## config.mk

```make
export PLATFORM = sky130hd
export DESIGN_NAME = rmop_cell
export DESIGN_NICKNAME = d
export VERILOG_FILES = /design/src/design/rmop_pkg.sv /design/src/design/rmop_cell.sv
export SDC_FILE = /design/constraint.sdc
export NUM_CORES = 1
export LEC_CHECK = 0
export BUFFER_PORTS_ARGS = -buffer_cell sky130_fd_sc_hd__buf_4
export CAP_MARGIN = 20
export CORE_MARGIN = 2
export CORE_UTILIZATION = 47
export CTS_CLUSTER_SIZE = 24
export DETAILED_ROUTE_END_ITERATION = 8
export GPL_TIMING_DRIVEN = 0
export HOLD_SLACK_MARGIN = 0.05
export PLACE_DENSITY = 0.81
export REMOVE_ABC_BUFFERS = 1
export SYNTH_ARGS = -nofsm -noshare
export SYNTH_HDL_FRONTEND = slang
export SYNTH_SLANG_ARGS = --single-unit
```

## constraint.sdc

```tcl
create_clock -name clk -period 7.9 [get_ports clk]
set_clock_uncertainty 0.15 [all_clocks]
set_input_delay 1.975 -clock clk [delete_from_list [all_inputs] [get_ports clk]]
set_output_delay 1.975 -clock clk [all_outputs]
set_load 0.02 [all_outputs]
```

## src/design/rmop_pkg.sv

```systemverilog
// Shared constants, types and state encoding for the running median block.
package rmop_pkg;

  localparam int CAPACITY = 1024;
  localparam int WORD_W   = 32;
  localparam int COUNT_W  = 11;
  localparam int CNT_W    = $clog2(CAPACITY + 1);
  localparam int IDX_W    = $clog2(CAPACITY);
  // Two-level readout tree: low index bits pick inside a group, high bits pick the group.
  localparam int GRP_W    = IDX_W / 2;
  localparam int HI_W     = IDX_W - GRP_W;
  localparam int GRP_N    = 1 << GRP_W;
  localparam int NGRP     = (CAPACITY + GRP_N - 1) / GRP_N;
  localparam int PAD_N    = NGRP * GRP_N;

  typedef logic signed [WORD_W-1:0] word_t;
  typedef logic [CNT_W-1:0]         cnt_t;
  typedef logic [IDX_W-1:0]         idx_t;
  typedef logic [COUNT_W-1:0]       count_t;

  // Value handed from one cell to the next, with its "greater than sample" flag.
  typedef struct packed {
    word_t val;
    logic  gt;
  } cell_link_t;

  typedef enum logic [1:0] {
    ST_IDLE,
    ST_INSERT,
    ST_SEL,
    ST_OUT
  } state_t;

endpackage

```

## src/design/rmop_cell.sv

```systemverilog
// One slot of the sorted insertion chain.
module rmop_cell import rmop_pkg::*; (
  input  logic       clk,
  input  logic       ins,
  input  logic       vld,
  input  word_t      smp,
  input  cell_link_t prev,
  output cell_link_t link
);

  word_t val;
  logic  gt;

  // Held value is larger than the new sample: it moves up one slot.
  assign gt   = vld && (val > smp);
  assign link = '{val: val, gt: gt};

  // Shift in the lower neighbor if it also moves, else take the sample.
  always_ff @(posedge clk) begin
    if (ins && (gt || !vld)) begin
      val <= prev.gt ? prev.val : smp;
    end
  end

endmodule

```

After elaboration in Yosys (flattened, before gate mapping)
Cells that the tools add are included.
{"block": "word_totals", "elab_cells": 7, "regBits": 32, "output_inout_bits": 33, "inputBits": 68}
{"block": "op_classes", "n_lt_le_gt_ge": 1, "n_reduce_logical": 4, "mux": 1}
{"cell": "32-bit > comparator", "count": 1}
{"cell": "32-bit two-way mux", "count": 1}
{"cell": "1-bit logical AND", "count": 2}
{"cell": "1-bit logical NOT", "count": 1}
{"cell": "1-bit logical OR", "count": 1}

Depth between registers and ports, before layout
{"block": "depth", "depth_word": 4, "mapped_depth": 9, "depth_no_buf": 8}

Worst setup path before layout
OpenSTA, ideal clock, no wires.
{"block": "synth_path", "kind": "input to register", "startpoint": "in smp[30]", "endpoint": "reg val[0] (enable)", "arrival_time_ns": 5.649, "required_time_ns": 7.278, "path_slack_ns": 1.630, "setup_ns": 0.472, "n_path_buf": 0, "cell_stages": 7, "path_cell_list": "inv_1 -> ha_1 -> a21oi_2 -> nand2_1 -> a221o_1 -> a211o_1 -> o311ai_1"}
{"block": "synth_via", "elab_chain_cells": 4}
{"element": "from (decl)", "line": "rmop_cell.sv:6", "text": "input word_t smp,"}
{"element": "32-bit > comparator", "line": "rmop_cell.sv:15", "text": "assign gt = vld && (val > smp);"}
{"element": "1-bit logical AND", "line": "rmop_cell.sv:15"}
{"element": "1-bit logical OR", "line": "rmop_cell.sv:20", "text": "if (ins && (gt || !vld)) begin"}
{"element": "1-bit logical AND", "line": "rmop_cell.sv:20"}
{"element": "to (signal assigned)", "line": "rmop_cell.sv:21", "text": "val <= prev.gt ? prev.val : smp;"}
{"element": "to (decl)", "line": "rmop_cell.sv:11", "text": "word_t val;"}
No other way between the ends.
A chain may end at the register's enable or synchronous reset.

==> qor.csv <==
stage,metric,value,unit
status,outcome,"finished, final reports clean",
finish,share of post-route cells with drive strength above 1,34.15,%
sta,RSZ-0062 raised after global routing,false,
worst_setup_path,Critical Path Start Type,input pin,
global_routing,GRT Total Usage,19.59,%
routing,final wirelength,4928,um
synth,Yosys reg bits,32,
finish,post-layout util,69.89,%
worst_setup_path,worst r2r dst,val[12]$_DFFE_PP_,
routing,Pre-antenna DRT Iters,4,
routing,Via density,5.045,
sta,Fin. Hold Viols,0,
clocking,CTS clock-pin slew for the worst setup and hold paths,0.07,ns
finish,most frequent cells in the layout,"buf_4 (100), nand2_1 (38), inv_1 (34), o21ai_0 (34)",
finish,top flop regs,val x32,
sta,Final min period,6.070,ns
routing,Vias,1902,
sta,final hold slack,0.9554,ns
finish,flip-flop count of the largest register after layout,32,
die,Placeable Area,4354,um^2
synth,Post-synth top flop,edfxtp_1,
worst_setup_path,crit end category,output port,
clocking,H-tree levels,2,
finish,NumNets Final,424,
global_routing,first-pass GRT wire length,7803,um
power,Leakage,1.501,nW
clocking,CTS buffer count,5,
finish,Ant. Diodes,0,
sta,post-route clock period utilization,76.83,%
routing,drt initial violations,71,
worst_setup_path,FF-to-FF Start,val[31]$_DFFE_PP_,
clocking,clk root buf,clkbuf_8,
sta,Relative slew margins,55.53,%
synth,Cells after Synth,223,
synth,post-synthesis cell type count,28,
synth,dominant cells by area after synthesis,"edfxtp_1 (45%), ha_1 (19%), o21ai_0 (8.0%)",
die,Die Height,71.37,um
routing,remaining antenna violation count,0,
power,Power Density,178.8,nW/um^2
clocking,cts repair resizes,0,
die,Initial Utilization,48.99,%
worst_setup_path,reg2reg path depth,7,
worst_setup_path,flop-to-flop setup slack,4.95,ns
clocking,Post-CTS Setup Inserts,0,
clocking,CTS tree,yes,
global_routing,pin count of the biggest net entering global routing,64,
min_path,Hold Path Class,flop to flop,
clocking,hold_buf cts,0,
clocking,Clock Tree Buf Depth,2,
global_routing,vias in the first global route,1777,
worst_setup_path,worst setup path category,input pin to output port,
placed_design,RePlAce Congestion,0.8081,
finish,Reg with most FFs,val,
power,maximum vdd drop,0.1312,mV
synth,"Avg Cell Area, Syn",9.566,um^2
worst_setup_path,Worst EP required,5.78,ns
sta,final setup vio count,0,
synth,post-synth top area cell,edfxtp_1,
worst_setup_path,CP Data Arrival Time,3.94,ns
routing,DRC errors left,0,
synth,Synth async-reset ratio,0,%
worst_setup_path,critical path launch point,smp[31],
sta,Slew Limit Fails,0,
routing,wire per inst,13.07,um
die,Die Wd,71.37,um
die,Core Rows,24,
sta,Setup TNS,0,ns
finish,"Design Area, Final",3043,um^2
synth,Yosys warnings,0,
global_routing,initial antenna violation count,0,
placed_design,DP HPWL,3887,um
synth,number of flops mapped to enable cells by yosys,32,
synth,synthesized cell area,2133,um^2
worst_setup_path,Critical Path End,link[0],
finish,"most common cell after layout, fill and taps aside",buf_4,
finish,area grow syn2layout,42.64,%
flow_run,maxcap violations,0,
worst_setup_path,CP Max Fanout,6,
placed_design,IO Port Bufs,100,
global_routing,grt total ovfl,0,
placed_design,dpl cell area,2963,um^2
clocking,clk_lat worst skew,0.28,ns
die,die area,5094,um^2
synth,Yosys top cell area share,45.04,%
synth,register area share after synthesis,45.04,%
sta,FMAX,0.1648,GHz
sta,Worst-Margin Slew,0.6655,ns
clocking,clk sinks,32,
die,IO Count,101,
==> metal layers <==
metal	GRT usage, %	vias to the layer above	part of all wire, %
met5	0	-	0
li1	-	999	-
met1	24.43	848	44
met3	4.641	6	4.5
met4	6.918	0	1.4
met2	33.23	49	50
==> worst min path at each step <==
stage                           start           endpoint  cells after the start
finish              val[31]$_DFFE_PP_  val[29]$_DFFE_PP_                      2
global route        val[31]$_DFFE_PP_  val[29]$_DFFE_PP_                      2
CTS                 val[31]$_DFFE_PP_  val[29]$_DFFE_PP_                      2
detailed placement  val[31]$_DFFE_PP_  val[30]$_DFFE_PP_                      2
global placement             prev[20]  val[19]$_DFFE_PP_                      3
floorplan           val[31]$_DFFE_PP_   val[0]$_DFFE_PP_                      2
==> stage by stage <==
stage	total power, mW	worst slack (ns)	instances
final	0.5441	1.830	377
after global routing	0.5759	1.759	377
after CTS	0.5483	1.851	377
after detailed placement	0.4267	1.869	369
after global placement	0.4177	0.2780	367
after floorplan	0.3355	1.630	215
==> worst max-delay path, cell delays in order <==
cell	delay (ns)
buf_4	0.08
inv_1	0.04
ha_1	0.40
nand4_2	0.18
nor2_1	0.06
a221o_1	0.31
a211o_1	0.35
o41ai_1	0.34
buf_4	0.21
==> cells by family (layout without fill, tap and decap cells) <==
| family | count (synthesis) | in the layout | synth area share, % |
|---|---|---|---|
| AOI/OAI and AO/OA | 59 | 59 | 16.07 |
| adders and majority gates | 32 | 32 | 18.77 |
| buffers and inverters | 42 | 144 | 7.566 |
| DFF | 32 | 32 | 45.04 |
| muxes | 1 | 1 | 0.5278 |
| and+or+nand+nor | 57 | 57 | 12.02 |
==> layout make-up <==
class                           instances  area [um^2]
Sequential cell                        32        960.9
Multi-Input combinational cell        149         1028
Clock inverter                          1        3.754
Tap cell                               52        65.06
Clock buffer                            7        76.32
Timing Repair Buffer                  102        780.7
Inverter                               34        127.6
Fill cell                             344         1311
==> power breakdown <==
| group | internal [mW] | switching, mW |
|---|---|---|
| registers | 0.219 | 0.0135 |
| logic | 0.0889 | 0.102 |
| clock network | 0.0613 | 0.0595 |
==> cell usage after synthesis, types with 2 or more instances <==
cell type,number
nand2_1,38
inv_1,34
o21ai_0,34
edfxtp_1,32
ha_1,32
a21oi_1,12
clkbuf_1,7
nand4_1,7
nand3_1,4
a21o_1,2
a221o_1,2
nor2_1,2
nor4_1,2
Note: power is estimated with default switching activity, not from simulation.
